===== src/dipd_pkg.sv =====
// dipd_pkg: shared types and constants for the interlocked two-channel pwm drive
// no dependencies
package dipd_pkg;

   // command codes carried by req_kind
   typedef enum logic [1:0] {
      KIND_TICK      = 2'd0,
      KIND_SET_ACCEL = 2'd1,
      KIND_SET_DECEL = 2'd2
   } kind_type;

   // result status codes
   typedef enum logic [1:0] {
      STATUS_OK        = 2'd0,
      STATUS_ARG_COUNT = 2'd1,
      STATUS_RANGE     = 2'd2
   } status_type;

   localparam logic [7:0] DUTY_MAX      = 8'd100;
   localparam logic [3:0] SET_ARG_COUNT = 4'd2;

   // one result item
   typedef struct packed {
      logic       accel_pin;
      logic       decel_pin;
      status_type status;
      logic [7:0] applied_duty;
   } rsp_type;

endpackage


===== src/dual_interlocked_pwm_drive_core.sv =====
// dual_interlocked_pwm_drive_core: two mutually exclusive software pwm outputs
// depends on dipd_pkg (command codes, status codes, result struct)
//
//   channel | handshake            | payload
//   --------+----------------------+---------------------------------------------
//   req     | req_valid/req_ready  | req_kind, req_arg_count, req_duty_request
//   rsp     | rsp_valid/rsp_ready  | rsp_accel_pin, rsp_decel_pin, rsp_status,
//           |                      | rsp_applied_duty
//
// one item per cycle while req_ready is high: the pwm state is updated at the accepting edge and the
// result lands in the output register (or the skid register) at that same edge
// reset clears duties, ramps, period counter, pins and the valid flags of both result slots
// a stalled rsp side fills the skid register; req_ready drops only while it is full
module dual_interlocked_pwm_drive_core
   import dipd_pkg::*;
#(
   parameter int DUTY_STEP    = 10,
   parameter int PERIOD_TICKS = 10
) (
   input  logic       clock,
   input  logic       reset,
   input  logic       req_valid,
   output logic       req_ready,
   input  logic [1:0] req_kind,
   input  logic [3:0] req_arg_count,
   input  logic [7:0] req_duty_request,
   output logic       rsp_valid,
   input  logic       rsp_ready,
   output logic       rsp_accel_pin,
   output logic       rsp_decel_pin,
   output logic [1:0] rsp_status,
   output logic [7:0] rsp_applied_duty
);

   localparam logic [7:0] STEP     = 8'(DUTY_STEP);
   localparam logic [7:0] PERIOD   = 8'(PERIOD_TICKS);
   localparam int         TAB_SIZE = 128;

   // rounding table: request rounded up to the next multiple of the step,
   // built at elaboration; only entries up to DUTY_MAX are ever used
   logic [7:0] round_tab [TAB_SIZE];

   for (genvar i = 0; i < TAB_SIZE; i++) begin : g_round
      localparam int RV = ((i + DUTY_STEP - 1) / DUTY_STEP) * DUTY_STEP;
      assign round_tab[i] = (RV > 255) ? 8'd255 : 8'(RV);
   end

   // pwm state
   logic [7:0] accel_duty_ff, accel_duty_in;
   logic [7:0] decel_duty_ff, decel_duty_in;
   logic [7:0] accel_ramp_ff, accel_ramp_in;
   logic [7:0] decel_ramp_ff, decel_ramp_in;
   logic [7:0] period_count_ff, period_count_in;
   logic       accel_pin_ff, accel_pin_in;
   logic       decel_pin_ff, decel_pin_in;

   // result slots
   rsp_type    out_ff, skid_ff, result;
   logic       out_valid_ff, skid_valid_ff;

   logic       accept;
   logic       out_free;
   logic       wrap;
   logic [7:0] accel_base, decel_base;
   logic [8:0] accel_sum, decel_sum;
   logic [7:0] accel_step, decel_step;
   logic [7:0] rounded;

   assign req_ready = !skid_valid_ff;
   assign accept    = req_valid && req_ready;
   assign out_free  = !out_valid_ff || rsp_ready;

   // tick datapath: period wrap clears both ramps before this tick's compare
   assign wrap       = period_count_ff >= PERIOD;
   assign accel_base = wrap ? 8'd0 : accel_ramp_ff;
   assign decel_base = wrap ? 8'd0 : decel_ramp_ff;
   assign accel_sum  = {1'b0, accel_base} + {1'b0, STEP};
   assign decel_sum  = {1'b0, decel_base} + {1'b0, STEP};
   // ramp saturates at full scale
   assign accel_step = accel_sum[8] ? 8'd255 : accel_sum[7:0];
   assign decel_step = decel_sum[8] ? 8'd255 : decel_sum[7:0];

   assign rounded = round_tab[req_duty_request[6:0]];

   always_comb begin
      accel_duty_in   = accel_duty_ff;
      decel_duty_in   = decel_duty_ff;
      accel_ramp_in   = accel_ramp_ff;
      decel_ramp_in   = decel_ramp_ff;
      period_count_in = period_count_ff;
      accel_pin_in    = accel_pin_ff;
      decel_pin_in    = decel_pin_ff;
      result.status       = STATUS_OK;
      result.applied_duty = 8'd0;

      unique case (kind_type'(req_kind))
         KIND_TICK: begin
            period_count_in = (wrap ? 8'd0 : period_count_ff) + 8'd1;
            accel_pin_in    = accel_duty_ff > accel_base;
            decel_pin_in    = decel_duty_ff > decel_base;
            accel_ramp_in   = accel_pin_in ? accel_step : accel_base;
            decel_ramp_in   = decel_pin_in ? decel_step : decel_base;
         end
         KIND_SET_ACCEL, KIND_SET_DECEL: begin
            // argument count is checked before the range
            if (req_arg_count != SET_ARG_COUNT) begin
               result.status = STATUS_ARG_COUNT;
            end else if (req_duty_request > DUTY_MAX) begin
               result.status = STATUS_RANGE;
            end else begin
               result.applied_duty = rounded;
               // interlock: storing one channel's duty clears the other
               if (kind_type'(req_kind) == KIND_SET_ACCEL) begin
                  accel_duty_in = rounded;
                  decel_duty_in = 8'd0;
               end else begin
                  decel_duty_in = rounded;
                  accel_duty_in = 8'd0;
               end
            end
         end
         default: begin
            // unused code: no state change
         end
      endcase

      // pins reported after this item
      result.accel_pin = accel_pin_in;
      result.decel_pin = decel_pin_in;
   end

   // pwm state register, updated only on an accepted item
   always_ff @(posedge clock) begin
      if (reset) begin
         accel_duty_ff   <= 8'd0;
         decel_duty_ff   <= 8'd0;
         accel_ramp_ff   <= 8'd0;
         decel_ramp_ff   <= 8'd0;
         period_count_ff <= 8'd0;
         accel_pin_ff    <= 1'b0;
         decel_pin_ff    <= 1'b0;
      end else if (accept) begin
         accel_duty_ff   <= accel_duty_in;
         decel_duty_ff   <= decel_duty_in;
         accel_ramp_ff   <= accel_ramp_in;
         decel_ramp_ff   <= decel_ramp_in;
         period_count_ff <= period_count_in;
         accel_pin_ff    <= accel_pin_in;
         decel_pin_ff    <= decel_pin_in;
      end
   end

   // output register plus skid register
   always_ff @(posedge clock) begin
      if (reset) begin
         out_valid_ff  <= 1'b0;
         skid_valid_ff <= 1'b0;
      end else if (out_free) begin
         if (skid_valid_ff) begin
            // skid drains first; no item is accepted while it is full
            out_ff        <= skid_ff;
            out_valid_ff  <= 1'b1;
            skid_valid_ff <= 1'b0;
         end else begin
            out_valid_ff <= accept;
            if (accept) begin
               out_ff <= result;
            end
         end
      end else if (accept) begin
         // output stalled: park the new result
         skid_ff       <= result;
         skid_valid_ff <= 1'b1;
      end
   end

   assign rsp_valid        = out_valid_ff;
   assign rsp_accel_pin    = out_ff.accel_pin;
   assign rsp_decel_pin    = out_ff.decel_pin;
   assign rsp_status       = out_ff.status;
   assign rsp_applied_duty = out_ff.applied_duty;

endmodule


===== config.mk =====
export PLATFORM = sky130hd
export DESIGN_NAME = dual_interlocked_pwm_drive_core
export DESIGN_NICKNAME = d
export VERILOG_FILES = /design/src/dipd_pkg.sv /design/src/dual_interlocked_pwm_drive_core.sv
export SDC_FILE = /design/constraint.sdc
export NUM_CORES = 1
export LEC_CHECK = 0
export BUFFER_PORTS_ARGS = -buffer_cell sky130_fd_sc_hd__clkbuf_2
export CORE_UTILIZATION = 33
export CTS_CLUSTER_DIAMETER = 150
export DETAILED_ROUTE_END_ITERATION = 7
export GPL_TIMING_DRIVEN = 0
export SLEW_MARGIN = 30
export SYNTH_ARGS = -nofsm -noshare
export SYNTH_HDL_FRONTEND = slang
export SYNTH_SLANG_ARGS = --single-unit

===== constraint.sdc =====
create_clock -name clock -period 3.8 [get_ports clock]
set_input_delay 0.57 -clock clock [delete_from_list [all_inputs] [get_ports clock]]
set_output_delay 0.57 -clock clock [all_outputs]
set_load 0.01 [all_outputs]

==> results of run 1 <==
[logic make-up (layout without fill, tap and decap cells)]
family          count (synthesis)  after routing  synth area share
compound gates                125            125             0.225
xor+xnor                        2              2           0.00484
fa+ha+maj                      15             15            0.0511
buf+inv                        37             84            0.0418
flops                          64             64             0.415
mux                             5              5            0.0152
other cells                     1              2           0.00104
simple gates                  172            172             0.247
[placed cells by master, fill, tap and decap left out, drive strengths merged, types with 5 or more instances in the layout]
cell,count
nor2,37
nand3b,5
dfxtp,42
nor3,15
edfxtp,22
nand2,51
o21ai,34
nand4,5
nand2b,6
ha,14
nor3b,5
nand3,11
o31ai,7
inv,12
buf,7
a21oi,27
clkbuf,59
and3,7
and2,8
nor2b,5
o211ai,6
a31oi,7
[worst reg2reg max path, stage by stage (launching register included)]
cell      delay, ps
dfxtp_1         330
or4_4           580
nor2_8          220
buf_6           180
clkbuf_4        230
nand2_1          80
ha_1            320
and4_1          220
o211a_1         140
nand2_1          60
a32oi_2         400
buf_2           310
nand2_1         130
o211ai_1        180
o41ai_1         100
[state kept, by name, summed over array words and instances, names as in the netlist]
| signal | flops |
|---|---|
| accel_duty_ff | 7 |
| accel_pin_ff | 1 |
| accel_ramp_ff | 8 |
| decel_duty_ff | 7 |
| decel_pin_ff | 1 |
| decel_ramp_ff | 8 |
| period_count_ff | 8 |
| rsp_accel_pin | 1 |
| rsp_applied_duty | 7 |
| rsp_decel_pin | 1 |
| rsp_status | 2 |
| rsp_valid | 1 |
| skid_ff | 11 |
| skid_valid_ff | 1 |
[layout make-up]
| type | count | area (sq um) |
|---|---|---|
| sequential | 64 | 1500 |
| inverter | 12 | 45.0 |
| clock inverter | 6 | 75.1 |
| multi-input combinational | 321 | 2000 |
| buffer | 25 | 118 |
| fill | 1081 | 6270 |
| clock buffer | 10 | 128 |
| tap | 136 | 170 |
| timing repair buffer | 31 | 160 |
[stage by stage]
stage                     hold slack [ps]  worst slack (ps)  cell area [sq um]  setup TNS [ps]  total power [mW]
after global routing                  480              45.7               4200               0              1.53
after global placement                446              -274               3940           -2020             0.863
after floorplan                       434               312               3630               0             0.818
after CTS                             460              69.7               4170               0              1.48
final                                 455               202               4200               0              1.47
after detailed placement              450              -278               3970           -2520             0.867
[worst paths after layout]
check                                   startpoint                to  slack [ps]  depth (start not counted)
worst max-delay path            period_count_ff[7]  decel_ramp_ff[5]         200                         14
worst min-delay path                  decel_pin_ff      decel_pin_ff         450                          2
worst max register to register  period_count_ff[7]  decel_ramp_ff[5]         200                         14
worst min register to register        decel_pin_ff      decel_pin_ff         450                          2
[power groups by stage]
stage / combinational [mW] / sequential, mW / clock (mW)
6_report: 0.133 / 0.720 / 0.617
5_1_grt: 0.147 / 0.721 / 0.660
4_1_cts: 0.132 / 0.720 / 0.631
3_5_place_dp: 0.131 / 0.736 / 0
3_3_place_gp: 0.128 / 0.736 / 0
2_1_floorplan: 0.0792 / 0.739 / 0
[what timing repair did]
item / in CTS / in global routing
resized for setup: 2 / 8
cloned: 0 / 0
setup endpoints to repair: 19 / 8
pin swaps: 0 / 2
buffers inserted: 0 / 0
[routing by layer]
metal	vias up	part of all wire	global-route usage
met5	-	0	0
met4	0	0.023	0.0753
li1	1650	-	-
met2	103	0.46	0.281
met3	18	0.050	0.0328
met1	1578	0.47	0.235
==> flow_summary.ini, run 1 <==
[synthesis]
syn-cell-area_sq_um = 3620
synth.most_common_cell = nand2_1
seq_area_frac_synth = 0.415
synth-seq-cells = 64
yosysTopAreaCell = dfxtp_1
ys.flop_type = dfxtp_1
synth.distinct_cells = 70
postSynth.asyncResetShare = 0
synth-edff-count = 22
ys_top_cells_by_area = dfxtp_1 (23%), edfxtp_1 (18%), nand2_1 (5.1%)
postSynthAreaPerCell_sq_um = 8.60
synth_commonest_cells = nand2_1 (49), dfxtp_1 (42), nor2_1 (36)
synthCells = 421
ys_warn_count = 0
synth_top_area_share = 0.232

[setup_path]
crit_family = simple AND/OR/NAND/NOR gates
crit_path_end_kind = flop
critPathLaunchType = flop
worstPathArrival_ps = 3800
cp_cell_sequence = or4_4, nor2_8, buf_6, clkbuf_4, nand2_1, ha_1, and4_1, o211a_1, nand2_1, a32oi_2, buf_2, nand2_1, o211ai_1, o41ai_1
path_buf_inv = 3
required_ps = 4000
path_common_cell = nand2_1
cpPeakStageDelay_ps = 580
critical_path_class = flop to flop
cp_max_fo = 10
crit_slowest_cell = or4_4

[layout]
final_util = 0.401
layout-drive-gt1-share = 0.141
antennaDiodeCount = 0
fin_cells = 605
nNetsFinal = 496
area_growth_pct = 15.9

[routing]
vias_per_cell = 5.54
drc = 0
dr.pass1.iters = 4
route.vias.total = 3349
drt_iter0_markers = 231
drt-total-wl_mm = 9.53
drt-wirelength-per-cell_um = 15.8
drt.antenna.violating_nets = 0

[global_route]
grt_pass1_wl_mm = 15.9
grt_start_max_net_pins = 12
antenna_found_initial = 0
grt_util_all_layers = 0.177
grt_pass1_vias = 3172
grt_overflow_total = 0

[clock_tree]
clk_pin_slew_ps = 70
cts_tree = done
numCtsBuffers = 9
cts.sinks = 64
clk_path_buf_depth = 2
root_buffer = clkbuf_8
cts.htree.levels = 3
ctsHoldBuffers = 0
clk_latency_ps = 340

[power_and_ir_drop]
combPwrFrac = 0.090
power.switching_mw = 0.347
pwr-share-seq = 0.490
p_int_mw = 1.12
p_leak_nw = 1.48
ir_drop_uv = 151
swShare = 0.236
power_frac_clock = 0.420
power.density_nw_per_um2 = 350

[sta]
finalHoldViolCount = 0
finClkSkew_ps = 9.35
slew-limit-headroom = 0.542
final_max_slew_viol_count = 0
min_period_over_period = 0.947
worstMarginPinSlew_ps = 682
period_needed_ps = 3600
rsz0062_at_grt = false
fmax_mhz = 278
setup_violations = 0

[floorplanning]
ios = 32
die_y_um = 107
fp.coreArea_sq_um = 10500
die_x_um = 107
rows = 37
die-area_sq_um = 11400
start_util = 0.346

[run]
maxCapViolCount = 0

[placed_design]
gp_congestion = 0.887
dpl.cell_count = 589
hpwlAfterDp_mm = 7.03
io_buffers = 29

[worst_hold_path]
hold_path.class = flop to flop

[outcome]
status = finished, final reports clean
Note: power is estimated with default switching activity, not from simulation.
==> run 2: changes to the inputs <==
--- a/config.mk
+++ b/config.mk
@@ -6,6 +6,7 @@
 export NUM_CORES = 1
 export LEC_CHECK = 0
 export BUFFER_PORTS_ARGS = -buffer_cell sky130_fd_sc_hd__clkbuf_2
+export CORE_ASPECT_RATIO = 2
 export CORE_UTILIZATION = 33
 export CTS_CLUSTER_DIAMETER = 150
 export DETAILED_ROUTE_END_ITERATION = 7
==> flow_summary.ini, run 2 (synthesized netlist as in run 1, its figures left out) <==
[layout]
nNetsFinal = 496
finalInstanceArea_sq_um = 4310
largest_reg_flops = 11
final_util = 0.406
area_growth_pct = 19.0
final_common_cell = nand2_1
fillers = 1117
regMostFlops = skid_ff
antennaDiodeCount = 0
final_cell_mix = nand2_1 (49), dfxtp_1 (42), nor2_1 (35)
layout-drive-gt1-share = 0.147

[setup_path]
critical_path_class = flop to flop
crit_path_end_kind = flop
required_ps = 4030
critPathLaunchType = flop
crit_start = period_count_ff[7]
worstPathArrival_ps = 3940
cp_max_fo = 10
rr_startpoint = period_count_ff[7]

[floorplanning]
die-area_sq_um = 11400
fp.coreArea_sq_um = 10600
die_x_um = 76.1
start_util = 0.341
die_y_um = 150
rows = 53
ios = 32

[worst_hold_path]
hold_path.class = flop to flop
min_from = decel_pin_ff

[routing]
met3_length_um = 323
drt.antenna.violating_nets = 0
route.vias.total = 3363
vias_per_cell = 5.55
highest_layer = met4
drc = 0
drt_iter0_markers = 251
dr.pass1.iters = 4
met1Wirelength_mm = 3.62
route.met2.wl_mm = 6.02
drt-total-wl_mm = 10.4
drt-wirelength-per-cell_um = 17.2

[clock_tree]
cts_tree = done
cts.htree.levels = 3
cts_setup_buffers = 0
cts.sinks = 64
clk_pin_slew_ps = 60
numCtsBuffers = 9
root_buffer = clkbuf_16
clk_path_buf_depth = 2
clk_latency_ps = 340

[sta]
worstMarginPinSlew_ps = 716
min_period_over_period = 0.978
slew-limit-headroom = 0.520
timing.final.ws_setup_ps = 84.6
finClkSkew_ps = 6.23
setup_violations = 0
finalHoldViolCount = 0
rsz0062_at_grt = true
fmax_mhz = 269
period_needed_ps = 3720
final_max_slew_viol_count = 0

[placed_design]
gp_congestion = 0.858
dp_slack_ps = -458
hpwlAfterDp_mm = 8.00
io_buffers = 29
place_area_sq_um = 3970

[power_and_ir_drop]
ir_drop_uv = 228
power.density_nw_per_um2 = 411
p_leak_nw = 1.53
finalPower_mw = 1.77

[global_route]
grt_util_all_layers = 0.192
grt_start_max_net_pins = 14
grt_pass1_wl_mm = 16.6
antenna_found_initial = 0
grt_overflow_total = 0
grt_pass1_vias = 3313

[run]
maxCapViolCount = 0

[outcome]
status = finished, final reports clean
[run 2: changes by cell type in the layout (fill, tap and decap cells not counted), moves of 2 or more]
cell       change
clkbuf_8       -9
inv_6          +2
clkinv_4       +2
buf_4          +2
clkbuf_16      +9
clkinv_1       -4
[run 2: worst paths after layout]
| check | cells after the start | endpoint | slack, ps |
|---|---|---|---|
| setup reg to reg | 14 | accel_ramp_ff[1] | 80 |
| setup / recovery | 14 | accel_ramp_ff[1] | 80 |
| hold reg to reg | 2 | decel_pin_ff | 460 |
| hold / removal | 2 | decel_pin_ff | 460 |
[run 2: cell type report]
cell class / instances / area (sq um) / area share
buffer: 25 / 114 / 0.0264
clock buffer: 9 / 225 / 0.0522
clock inverter: 7 / 103 / 0.0238
inverter: 12 / 45.0 / 0.0104
multi-input combinational: 321 / 1990 / 0.462
sequential: 64 / 1500 / 0.348
tap: 137 / 171 / 0.0398
timing repair buffer: 31 / 160 / 0.0372
[run 2: critical path: stages, from the launching register on]
cell and delay, ps:
dfxtp_1 330, or4_4 590, nor2_8 210, buf_4 210
buf_4 210, nand2_1 80, ha_1 300, and3_1 210
and3_1 230, a31o_1 230, a21boi_1 250, or2_1 170
buf_6 140, nand2_4 70, a2111oi_2 390
[run 2: where the power goes]
group          internal (mW)  switching [mW]
sequential             0.717         0.00355
clock                  0.581           0.336
combinational         0.0456          0.0893
[run 2: metal layers]
metal  vias to the layer above  GRT usage
met5                         -          0
met4                         0      0.124
met3                        34     0.0364
met2                        84      0.387
met1                      1603      0.171
li1                       1642          -
[run 2: timing repair]
action	in CTS	in global routing
setup endpoints to repair	19	2
resized for setup	4	2
hold buffers	0	0
[run 2: through the flow]
| step | hold slack, ps | setup TNS (ps) | cells |
|---|---|---|---|
| global placement | 452 | -2890 | 588 |
| CTS | 460 | 0 | 606 |
| finish | 458 | 0 | 606 |
| global route | 491 | -26.8 | 606 |
| detailed placement | 453 | -3680 | 590 |
| floorplan | 434 | 0 | 422 |
